$ cat src/rtl/mps_pkg.sv
// Shared types, constants and small arithmetic helpers of the streaming max pool.
`default_nettype none
package mps_pkg;

  localparam int DATA_W    = 16;
  localparam int MAX_W     = 256;
  localparam int MAX_H     = 256;
  localparam int MAX_KERN  = 8;
  localparam int ACT_ROWS  = 32;
  localparam int ROW_AW    = $clog2(ACT_ROWS);
  localparam int COL_AW    = $clog2(MAX_W);
  localparam int RAM_AW    = ROW_AW + COL_AW;
  localparam int RAM_DEPTH = ACT_ROWS * MAX_W;
  localparam int LIST_N    = 16;

  localparam logic signed [DATA_W-1:0] MIN_VALUE = {1'b1, {(DATA_W-1){1'b0}}};

  // register indexes of the configuration port
  localparam logic [2:0] CFG_IN_HEIGHT   = 3'd0;
  localparam logic [2:0] CFG_IN_WIDTH    = 3'd1;
  localparam logic [2:0] CFG_KERN_HEIGHT = 3'd2;
  localparam logic [2:0] CFG_KERN_WIDTH  = 3'd3;
  localparam logic [2:0] CFG_PAD         = 3'd4;
  localparam logic [2:0] CFG_STEP_SIZE   = 3'd5;
  localparam logic [2:0] CFG_TAP_SPACING = 3'd6;

  typedef logic signed [12:0] coord_t;

  // clamped geometry of one axis
  typedef struct packed {
    logic [8:0] n;
    logic [1:0] p;
    logic [3:0] s;
    logic [2:0] d;
    logic [4:0] kd;
  } axis_cfg_t;

  // one window seen by the axis scanner
  typedef struct packed {
    logic [7:0] idx;
    logic       tap;
    logic       first;
    logic       trig;
    logic       hit;
  } scan_ent_t;

  // round a value of at most three up to a multiple of the tap spacing
  function automatic logic [2:0] roundup_small(input logic [1:0] x, input logic [2:0] d);
    logic [2:0] r;
    case (d)
      3'd1:    r = {1'b0, x};
      3'd2:    r = {1'b0, x} + {2'b0, x[0]};
      3'd3:    r = (x != 2'd0) ? 3'd3 : 3'd0;
      default: r = (x != 2'd0) ? 3'd4 : 3'd0;
    endcase
    return r;
  endfunction

  // true when x is a multiple of the tap spacing
  function automatic logic mult_of(input logic [4:0] x, input logic [2:0] d);
    logic [11:0] prod;
    logic [4:0]  q;
    logic [6:0]  back;
    logic        r;
    prod = {7'b0, x} * 12'd43;
    q    = prod[11:7];
    back = {2'b0, q} * 7'd3;
    case (d)
      3'd1:    r = 1'b1;
      3'd2:    r = !x[0];
      3'd3:    r = (back == {2'b0, x});
      default: r = (x[1:0] == 2'b00);
    endcase
    return r;
  endfunction

endpackage
`default_nettype wire

$ cat src/rtl/mps_scan.sv
// Axis scanner: walks the windows around one position, one window per cycle.
`default_nettype none
module mps_scan (
  input  wire logic                clk,
  input  wire logic                rst,
  input  wire logic                load,
  input  wire logic [8:0]          start_idx,
  input  wire mps_pkg::coord_t     start_base,
  input  wire logic [7:0]          pos,
  input  wire mps_pkg::axis_cfg_t  cfg,
  output mps_pkg::scan_ent_t       ent,
  output logic                     done
);

  logic [8:0]      idx;
  mps_pkg::coord_t base;
  mps_pkg::coord_t last, nm1, lim, posx, x, nb, ed, first, trig_hit, trig;
  logic [1:0]      neg, e;
  logic [2:0]      lo, hi_cut;
  logic            hit;

  // window bounds and trigger of the current window
  always_comb begin
    posx  = mps_pkg::coord_t'({5'b0, pos});
    last  = base + mps_pkg::coord_t'({8'b0, cfg.kd});
    nm1   = mps_pkg::coord_t'({4'b0, cfg.n}) - mps_pkg::coord_t'(1);
    lim   = nm1 + mps_pkg::coord_t'({11'b0, cfg.p});
    done  = idx[8] || (base > posx) || (last > lim);
    x     = posx - base;
    nb    = -base;
    neg   = (base < mps_pkg::coord_t'(0)) ? nb[1:0] : 2'b00;
    lo    = mps_pkg::roundup_small(neg, cfg.d);
    first = base + mps_pkg::coord_t'({10'b0, lo});
    ed    = last - nm1;
    e     = (last > nm1) ? ed[1:0] : 2'b00;
    hi_cut   = mps_pkg::roundup_small(e, cfg.d);
    trig_hit = last - mps_pkg::coord_t'({10'b0, hi_cut});
    hit   = (first <= trig_hit);
    if (hit) begin
      trig = trig_hit;
    end else if (last < mps_pkg::coord_t'(0)) begin
      trig = mps_pkg::coord_t'(0);
    end else begin
      trig = nm1;
    end
    ent.idx   = idx[7:0];
    ent.tap   = (x >= mps_pkg::coord_t'(0)) && (x <= mps_pkg::coord_t'({8'b0, cfg.kd}))
                && mps_pkg::mult_of(x[4:0], cfg.d);
    ent.first = (first == posx);
    ent.trig  = (trig == posx);
    ent.hit   = hit;
  end

  // load the first window, then advance one stride a cycle
  always_ff @(posedge clk) begin
    if (rst) begin
      idx  <= 9'd0;
      base <= mps_pkg::coord_t'(0);
    end else if (load) begin
      idx  <= start_idx;
      base <= start_base;
    end else if (!done) begin
      idx  <= idx + 9'd1;
      base <= base + mps_pkg::coord_t'({9'b0, cfg.s});
    end
  end

endmodule
`default_nettype wire

$ cat config.mk
export PLATFORM = sky130hd
export DESIGN_NAME = mps_scan
export DESIGN_NICKNAME = d
export VERILOG_FILES = /design/src/rtl/mps_pkg.sv /design/src/rtl/mps_scan.sv
export SDC_FILE = /design/constraint.sdc
export NUM_CORES = 1
export LEC_CHECK = 0
export BUFFER_PORTS_ARGS = -buffer_cell sky130_fd_sc_hd__buf_2
export CAP_MARGIN = 0
export CELL_PAD_IN_SITES_DETAIL_PLACEMENT = 0
export CELL_PAD_IN_SITES_GLOBAL_PLACEMENT = 1
export CORE_AREA = 2 2 105 184
export CTS_CLUSTER_DIAMETER = 100
export CTS_CLUSTER_SIZE = 8
export DETAILED_ROUTE_END_ITERATION = 6
export DIE_AREA = 0 0 107 186
export GPL_ROUTABILITY_DRIVEN = 0
export PLACE_DENSITY_LB_ADDON = 0.1
export SYNTH_ARGS = -nofsm -noshare
export SYNTH_HDL_FRONTEND = slang
export SYNTH_SLANG_ARGS = --single-unit
$ cat constraint.sdc
create_clock -name clk -period 27 [get_ports clk]
set_input_delay 2.7 -clock clk [delete_from_list [all_inputs] [get_ports clk]]
set_output_delay 2.7 -clock clk [all_outputs]
set_load 0.01 [all_outputs]
# Word-level counts from Yosys, hierarchy flattened
# Cells that the tools add are included.
# W data, S select, Z words.
# totals
register_bits	22
latch_bits	0
ramBits	0
rom_bits	0
inputBits	56
out_inout_bits	13
wordCells	54
memories	0
# op_classes
add_sub_neg	12
n_mul	2
div	0
n_lt_le_gt_ge	8
eq_ne	7
shift	0
n_mux	15
n_bitwise	0
n_reduce_logical	8
# ops
cell	n
$mux W13	4
$eq A13 B9 Y1	2
$lt A13 B1 Y1 const B	2
$mux W9	2
$pmux W3 S3	2
$add A13 B4 Y13	1
$add A13 B5 Y13	1
$add A13 B6 Y13	1
$ge A13 B1 Y1 const B	1
$gt A13 B10 Y1	1
$gt A13 B11 Y1	1
$gt A13 B9 Y1	1
$le A13 B13 Y1	1
$le A13 B6 Y1	1
$sub A13 B4 Y13	1
$sub A9 B13 Y13	1
$add A10 B3 Y11	1
$mul A5 B6 Y11 const B	1
$sub A9 B1 Y10 const B	1
$add A9 B1 Y9 const B	1
$mux W2	4
$add A2 B1 Y3	2
$eq A3 B2 Y1 const B	2
$eq A6 B5 Y1	1
other kinds (12)	16

# Depth between registers and ports, before layout
# Gate-level depths: netlist of the first run.
# logic_depth
depth_word	10
ltp_mapped	38
mapped_depth_nobuf	37

# Worst setup path after synthesis of the first run
# Ideal clock, no wire load.
# synth_timing
path_kind	input to output
from	in cfg[0] (netlist name)
to	out ent[1] (netlist name)
arrival_ns	10.130
required_time_ns	24.300
setup_slack_ns	14.170
path_stages	34
n_path_buf	1
cell_sequence	ha_1 inv_1 fa_1 nand2b_1 a21oi_2 o21ai_1 xnor2_4 inv_1 ha_1 a21oi_1 a221oi_1 o22ai_1 nor4_1 inv_1 ha_1 or3_1 o31ai_1 ha_1 inv_1 fa_1 a21o_1 nor3_1 nand2_1 nor2_1 nand3_1 xnor2_1 ha_1 or3b_2 a211o_1 o41ai_1 clkbuf_1 nand2_1 a311oi_1 o2111a_1
# synth_rtl
element	line_no	source
start, declared	mps_scan.sv:10	input wire mps_pkg::axis_cfg_t cfg,
end, declared	mps_scan.sv:11	output mps_pkg::scan_ent_t ent,

==> impl_metrics.yaml, run 1 <==
critical_path:
  r2r-start: "base[1]$_SDFFE_PP0P_"
  setup.worst_path.end_class: "output pin"
  cp_common_cell: "ha_1"
  critPathMaxFanout: 11
  worstPathRequired_ns: 24.30
  ff2ff_setup_slack_ns: 20.94
  cp-endpoint: "ent[1]"
  timing.rr.end: "base[7]$_SDFFE_PP0P_"
  start_kind: "input port"
  worstRegToRegCells: 17
  crit_arrival_ns: 11.94
  worstSetupPathType: "in2out"
  cp-startpoint: "cfg[0]"
  slowest_stage: "o41ai_2"
  critical_path.max_stage_delay_ns: 0.95
cts:
  cts_hold_buf: 0
  cts.sinks: 22
  htree_levels: 1
  numCtsBuffers: 3
  post_cts_resized: 0
  cts_tree: "done"
  ctsLongestPathBuffers: 2
  clk_root_buffer_cell: "clkbuf_16"
  postCtsSetupBuffers: 0
  clkSlewWorstSetupHoldPaths_ns: 0.07
  clk_latency_ns: 0.26
global_route:
  grt_pass1_vias: 5460
  grt_pass1_wl_um: 29700
  grt_antenna_before_repair: 0
  overflow: 0
  gr-usage-all-layers_pct: 19.6
  grt_max_degree: 35
floorplan:
  die-height_um: 186
  row_count: 66
  start_util_pct: 29.7
  coreArea_sq_mm: 0.0184
  ios: 69
  die_area_sq_mm: 0.0199
  die_w_um: 107
yosys:
  synth.net_count: 856
  syn-mean-instance-area_sq_um: 7.82
  async_flop_share_pct: 0
  synth-main-ff-cell: "dfxtp_1"
  synthCells: 698
  synth_top_area_cell: "ha_1"
  ys_seq_area_share_pct: 8.06
  synth_top_area_share_pct: 20.8
  netlist_area_sq_mm: 0.00546
  synth_edf_count: 0
  yosys_warnings: 0
  synth.area.top_cells: "ha_1 (21%), xnor2_1 (9.6%), dfxtp_1 (8.1%)"
  ys_ff_latch: 22
  ys_types: 79
layout:
  drive_above_1_share_pct: 13.4
  post-route-util_pct: 32.9
  nets: 904
  antenna_cells: 0
  fillers: 1983
  syn2layout_area_growth_pct: 10.8
  final_cells: 983
drt:
  vias: 5221
  drc: 0
  dr.pass1.iters: 6
  drt_iter0_markers: 201
  drtAntennaViolNets: 0
  drt-total-wl_um: 19000
  avgViaCountPerCell: 5.31
  routedWlPerCell_um: 19.3
timing:
  fmax_mhz: 68.3
  fin_skew_ns: 0.00511
  fin_crit_sh_pct: 54.2
  timing.final.hold_violations: 0
  report.final.slew_viol_count: 0
  slew_headroom_pct: 29.2
  rsz0062_at_grt: "no"
  finalSetupViolCount: 0
  setup_ws_ns: 12.36
  post-route-min-period_ns: 14.64
  tns_ns: 0
  worst_pin_slew_ns: 1.05
place:
  place_inst: 979
  post-dp-hpwl_um: 16400
  dp_slack_ns: 12.39
  numPortBuffers: 68
power:
  leakage_nw: 2.67
  power_density_mw_per_mm2: 57.5
  vdd_drop_max_v: 0.0000601
  total_power_uw: 348
flow_run:
  maxCapViolCount: 0
outcome:
  status: "complete, no violations"
min_path:
  worst_hold_path_type: "reg2reg"
-- cell families (layout without fill, tap and decap cells) --
logic type                 after synthesis  in the layout  share of synthesized area [%]
and+or+nand+nor                        216            216                           20.9
AOI/OAI and AO/OA                      161            161                           21.9
adders and majority gates              102            102                           24.9
buffers and inverters                  101            148                           8.11
xor gates and xnor gates                86             86                           14.3
DFF                                     22             22                           8.06
muxes                                   10             10                           1.86
-- area by class of cell --
class	instances	area (sq um)	share of cell area, %
tap	238	298	4.92
timing repair buffer	71	363	6.00
multi-input combinational	575	4590	75.8
clock buffer	4	88.8	1.47
sequential	22	440	7.28
inverter	73	277	4.57
-- per-layer routing --
metal / up-vias / global-route usage [%] / share of wire, %
li1: 2615 / - / -
met1: 2464 / 18.9 / 35
met2: 110 / 41.3 / 58
met3: 32 / 1.19 / 2.5
met4: 0 / 8.00 / 4.2
met5: - / 0 / 0
-- cells in the mapped netlist (all sizes together), types with 18 or more instances --
| cell type | instances |
|---|---|
| a21oi | 28 |
| dfxtp | 22 |
| ha | 91 |
| inv | 70 |
| nand2 | 29 |
| nand3 | 18 |
| nand4 | 18 |
| nor2 | 58 |
| nor3 | 22 |
| o21ai | 21 |
| xnor2 | 61 |
| xor2 | 25 |
-- layout by cell type, fill, tap and decap left out, types with 9 or more instances in the layout --
cell type / n
nand3_1: 18
xor2_1: 24
inv_1: 69
ha_1: 91
buf_2: 68
nand2_1: 29
o21a_1: 10
nor3_1: 22
xnor2_1: 60
mux2i_1: 9
a21o_1: 16
o21bai_1: 9
o21ai_0: 19
dfxtp_1: 22
nand2b_1: 10
a211oi_1: 13
fa_1: 11
nor2b_1: 10
nor4_1: 11
nor2_1: 58
a21oi_1: 27
nand4_1: 18
-- power by group --
group	switching (mW)	total, mW	internal [mW]	leakage, nW
clock	0.0132	0.0359	0.0227	0.0442
sequential	0.00542	0.0404	0.0350	0.183
combinational	0.153	0.272	0.119	2.44
total	0.171	0.348	0.177	2.67
-- metrics by stage --
step	hold WS, ns	cell area (sq um)
2_1_floorplan	0.490	5460
3_3_place_gp	0.533	5960
3_5_place_dp	0.546	5960
4_1_cts	0.558	6050
5_1_grt	0.599	6050
6_report	0.547	6050
-- sequential cells by signal, indices dropped and copies added, names as in the netlist --
| name | count |
|---|---|
| idx | 9 |
| base | 13 |
-- worst max-delay path, delay by kind of cell --
kind / cells / cell delay (ns)
simple gates: 8 / 2.56
buf+inv: 7 / 0.98
xor+xnor: 3 / 0.90
fa+ha+maj: 7 / 2.07
compound gates: 9 / 2.43
mux: 1 / 0.30
-- how the worst min path moves through the flow --
stage,from,end,slack [ns],depth (start not counted)
5_1_grt,idx[8]$_SDFFE_PP0P_,idx[8]$_SDFFE_PP0P_,0.60,2
3_5_place_dp,idx[8]$_SDFFE_PP0P_,idx[8]$_SDFFE_PP0P_,0.55,2
6_report,idx[8]$_SDFFE_PP0P_,idx[8]$_SDFFE_PP0P_,0.55,2
3_3_place_gp,idx[8]$_SDFFE_PP0P_,idx[8]$_SDFFE_PP0P_,0.53,2
4_1_cts,idx[8]$_SDFFE_PP0P_,idx[8]$_SDFFE_PP0P_,0.56,2
2_1_floorplan,idx[8]$_SDFFE_PP0P_,idx[8]$_SDFFE_PP0P_,0.49,2
Power figures use the tool's default switching activity.
==> run 2, diff against run 1 <==
==> constraint.sdc (replaced) <==
create_clock -name clk -period 12.6 [get_ports clk]
set_input_delay 1.26 -clock clk [delete_from_list [all_inputs] [get_ports clk]]
set_output_delay 1.26 -clock clk [all_outputs]
set_load 0.01 [all_outputs]
==> impl_metrics.yaml, run 2 (synthesis results as in run 1) <==
power:
  leakage_nw: 2.67
  total_power_uw: 741
  vdd_drop_max_v: 0.000101
  power_density_mw_per_mm2: 122
critical_path:
  critical_path.max_stage_delay_ns: 0.48
  cp_common_cell: "ha_1"
  crit_arrival_ns: 9.39
  worstPathRequired_ns: 11.34
  slowest_stage: "nor4_1"
  critPathMaxFanout: 11
  worstSetupPathType: "in2out"
  start_kind: "input port"
  setup.worst_path.end_class: "output pin"
floorplan:
  row_count: 66
  die-height_um: 186
  die_area_sq_mm: 0.0199
  start_util_pct: 29.7
  coreArea_sq_mm: 0.0184
  ios: 69
  die_w_um: 107
layout:
  fillers: 2022
  antenna_cells: 0
  multiInputGateArea_sq_mm: 0.00459
  largest_reg_flops: 13
  layout_common_cells: "ha_1 (91), inv_1 (69), buf_2 (68)"
  final_common_cell: "ha_1"
  finish.instance_area_sq_mm: 0.00606
  drive_above_1_share_pct: 13.7
  post-route-util_pct: 32.9
  nets: 907
  area.sequential_sq_um: 440
  final_cells: 985
  top_regs: "base x13, idx x9"
  largest-register: "base"
  syn2layout_area_growth_pct: 11.0
global_route:
  overflow: 0
  grt_antenna_before_repair: 0
  grt_use_met1_pct: 18.8
  grt_pass1_wl_um: 29700
  grt_pass1_vias: 5545
  use_met2_pct: 42.2
  grt_busiest_layer: "met2"
  gr-usage-all-layers_pct: 19.3
  grt_max_degree: 35
  grt_util_met3_pct: 0.770
cts:
  cts_hold_buf: 0
  cts.sinks: 22
  ctsLongestPathBuffers: 2
  clkSlewWorstSetupHoldPaths_ns: 0.06
  post_cts_resized: 0
  numCtsBuffers: 3
  htree_levels: 1
  clk_latency_ns: 0.26
  cts_tree: "done"
  postCtsSetupBuffers: 0
  clk_root_buffer_cell: "clkbuf_16"
place:
  place_inst: 982
  post-dp-hpwl_um: 15900
  placed_area_sq_mm: 0.00599
  numPortBuffers: 68
timing:
  report.final.slew_viol_count: 0
  worst_pin_slew_ns: 1.01
  tns_ns: 0
  slew_headroom_pct: 32.5
  fmax_mhz: 93.9
  timing.final.hold_violations: 0
  rsz0062_at_grt: "no"
  finalSetupViolCount: 0
  fin_crit_sh_pct: 84.6
  post-route-min-period_ns: 10.65
  fin_skew_ns: 0.00471
drt:
  vias: 5173
  drt_iter0_markers: 181
  routedWlPerCell_um: 18.7
  drtAntennaViolNets: 0
  dr.pass1.iters: 4
  avgViaCountPerCell: 5.25
  drc: 0
  drt-total-wl_um: 18400
outcome:
  status: "complete, no violations"
flow_run:
  maxCapViolCount: 0
min_path:
  worst_hold_path_type: "reg2reg"
[run 2: cell types whose count changed in the layout (fill, tap and decap cells not counted)]
cell | previous run | this run
buf_4 | 3 | 6
clkbuf_8 | 1 | 0
[run 2: final timing paths]
check	from	to	slack, ns	depth (start not counted)
worst max-delay path	cfg[0]	ent[1]	1.95	38
worst max register to register	base[1]$_SDFFE_PP0P_	base[7]$_SDFFE_PP0P_	6.87	18
worst min-delay path	idx[8]$_SDFFE_PP0P_	idx[8]$_SDFFE_PP0P_	0.54	2
worst min register to register	idx[8]$_SDFFE_PP0P_	idx[8]$_SDFFE_PP0P_	0.54	2
[run 2: cell type report]
class | instances | area share, %
sequential | 22 | 7.27
timing repair buffer | 74 | 6.36
multi-input combinational | 575 | 75.7
clock buffer | 3 | 1.24
inverter | 73 | 4.56
tap | 238 | 4.91
[run 2: report_power, final]
| group | internal (mW) | switching (mW) |
|---|---|---|
| Clock | 0.0421 | 0.0276 |
| Sequential | 0.0751 | 0.0116 |
| Combinational | 0.257 | 0.328 |
[run 2: routing by layer]
layer  vias up  part of all wire (%)
li1       2609                     -
met1      2455                    36
met2        90                    60
met3        19                   1.8
met4         0                   2.0
met5         -                     0
[run 2: per-stage QoR]
stage	hold slack [ns]	worst slack [ns]
detailed placement	0.546	1.93
finish	0.544	1.95
global route	0.582	1.24
floorplan	0.490	2.65
CTS	0.558	1.91
global placement	0.523	2.05
[run 2: worst max-delay path: cells and delay by family]
kind                       cells  cell delay, ns
muxes                          1            0.24
and+or+nand+nor                8            1.96
adders and majority gates      7            2.01
xor gates and xnor gates       3            0.57
buffers and inverters          8            1.01
AOI/OAI and AO/OA             11            2.32
==> run 3, diff against run 2 <==
==> constraint.sdc (replaced) <==
create_clock -name clk -period 10.4 [get_ports clk]
set_input_delay 1.04 -clock clk [delete_from_list [all_inputs] [get_ports clk]]
set_output_delay 1.04 -clock clk [all_outputs]
set_load 0.01 [all_outputs]
==> impl_metrics.yaml, run 3 (synthesis results as in run 1) <==
outcome:
  status: "complete, no violations"
timing:
  tns_ns: 0
  fin_crit_sh_pct: 93.7
  report.final.slew_viol_count: 0
  finalSetupViolCount: 0
  fmax_mhz: 103
  worst_pin_slew_ns: 1.08
  post-route-min-period_ns: 9.75
  rsz0062_at_grt: "no"
  timing.final.hold_violations: 0
  slew_headroom_pct: 26.1
  fin_skew_ns: 0.00122
min_path:
  whs_path_depth: 2
  worst_hold_path_type: "reg2reg"
  holdPathEnd: "idx[8]$_SDFFE_PP0P_"
  min_from: "idx[8]$_SDFFE_PP0P_"
layout:
  antenna_cells: 0
  drive_above_1_share_pct: 15.5
  top_regs: "base x13, idx x9"
  syn2layout_area_growth_pct: 13.2
  nets: 915
  layout_common_cells: "ha_1 (91), inv_1 (69), buf_2 (68)"
  post-route-util_pct: 33.6
  largest-register: "base"
  final_common_cell: "ha_1"
  largest_reg_flops: 13
cts:
  cts_hold_buf: 0
  clk_latency_ns: 0.26
  cts.sinks: 22
  numCtsBuffers: 3
  ctsLongestPathBuffers: 2
  cts_tree: "done"
  clkSlewWorstSetupHoldPaths_ns: 0.06
  clk_root_buffer_cell: "clkbuf_16"
  htree_levels: 1
global_route:
  grt_pass1_wl_um: 30000
  grt_max_degree: 35
  grt_util_met3_pct: 0.595
  grt_busiest_layer: "met2"
  grt_pass1_vias: 5580
  use_met2_pct: 40.3
  overflow: 0
  grt_antenna_before_repair: 0
  gr-usage-all-layers_pct: 19.7
  grt_use_met1_pct: 19.6
critical_path:
  setup.worst_path.end_class: "output pin"
  cp_common_cell: "ha_1"
  worstSetupPathType: "in2out"
  start_kind: "input port"
  ff2ff_setup_slack_ns: 5.11
  worstPathRequired_ns: 9.36
  slowest_stage: "or3b_2"
  critPathMaxFanout: 11
  timing.rr.end: "base[7]$_SDFFE_PP0P_"
  crit_arrival_ns: 8.71
  r2r-start: "base[0]$_SDFFE_PP0P_"
  worstRegToRegCells: 18
  cp-startpoint: "cfg[0]"
  critical_path.max_stage_delay_ns: 0.46
drt:
  dr.pass1.iters: 4
  routedWlPerCell_um: 19.0
  drc: 0
  avgViaCountPerCell: 5.31
  drtAntennaViolNets: 0
  drt-total-wl_um: 18900
  drt_iter0_markers: 227
  vias: 5282
floorplan:
  die_w_um: 107
  coreArea_sq_mm: 0.0184
  die_area_sq_mm: 0.0199
  ios: 69
  row_count: 66
  start_util_pct: 29.7
  die-height_um: 186
place:
  post-dp-hpwl_um: 16400
  numPortBuffers: 68
flow_run:
  maxCapViolCount: 0
power:
  leakage_nw: 2.74
  power_density_mw_per_mm2: 150
  vdd_drop_max_v: 0.000192
run 3: cell type report:
type | instances | area, sq um
clock buffer | 4 | 88.8
tap | 238 | 298
sequential | 22 | 440
timing repair buffer | 82 | 445
fill | 2013 | 12200
inverter | 73 | 277
multi-input combinational | 575 | 4630
run 3: through the flow:
stage                     setup WS, ns  std cells  hold slack, ns  cell area, sq um  power [mW]
after floorplan                  0.890        698           0.490              5460       0.644
after global placement           0.148        989           0.531              6040       0.807
after detailed placement        0.0691        989           0.544              6040       0.827
after CTS                      0.00930        993           0.554              6130       0.927
after global routing            0.0705        994           0.614              6180        1.03
final                            0.651        994           0.545              6180       0.925
run 3: worst max path at each step:
stage / end / slack [ns]
final: ent[1] / 0.65
after floorplan: ent[1] / 0.89
after global placement: ent[1] / 0.15
after detailed placement: ent[1] / 0.07
after global routing: ent[1] / 0.07
after CTS: ent[1] / 0.009
run 3: repair_timing:
action	in CTS	in global routing
setup buffers	0	1
gates resized for setup	0	7
endpoints found under the setup margin	0	1
hold endpoints to repair	0	0
run 3: metal layers:
layer	routed length, um	share of wire, %
met1	6790	36
met2	10600	56
met3	447	2.4
met4	1040	5.5
met5	0	0
run 3: where the power goes:
part / switching (mW) / internal, mW / total [mW]
Combinational: 0.406 / 0.322 / 0.727
Clock: 0.0348 / 0.0589 / 0.0938
Sequential: 0.0127 / 0.0909 / 0.104
run 3: worst max-delay path: cells and delay by family:
| family | cells | cell delay (ns) |
|---|---|---|
| multiplexers | 1 | 0.22 |
| XOR/XNOR | 3 | 0.42 |
| adder cells (fa/ha/maj) | 7 | 2.01 |
| AO/OA/AOI/OAI | 10 | 2.12 |
| buffers and inverters | 5 | 0.57 |
| AND/OR/NAND/NOR | 11 | 2.33 |
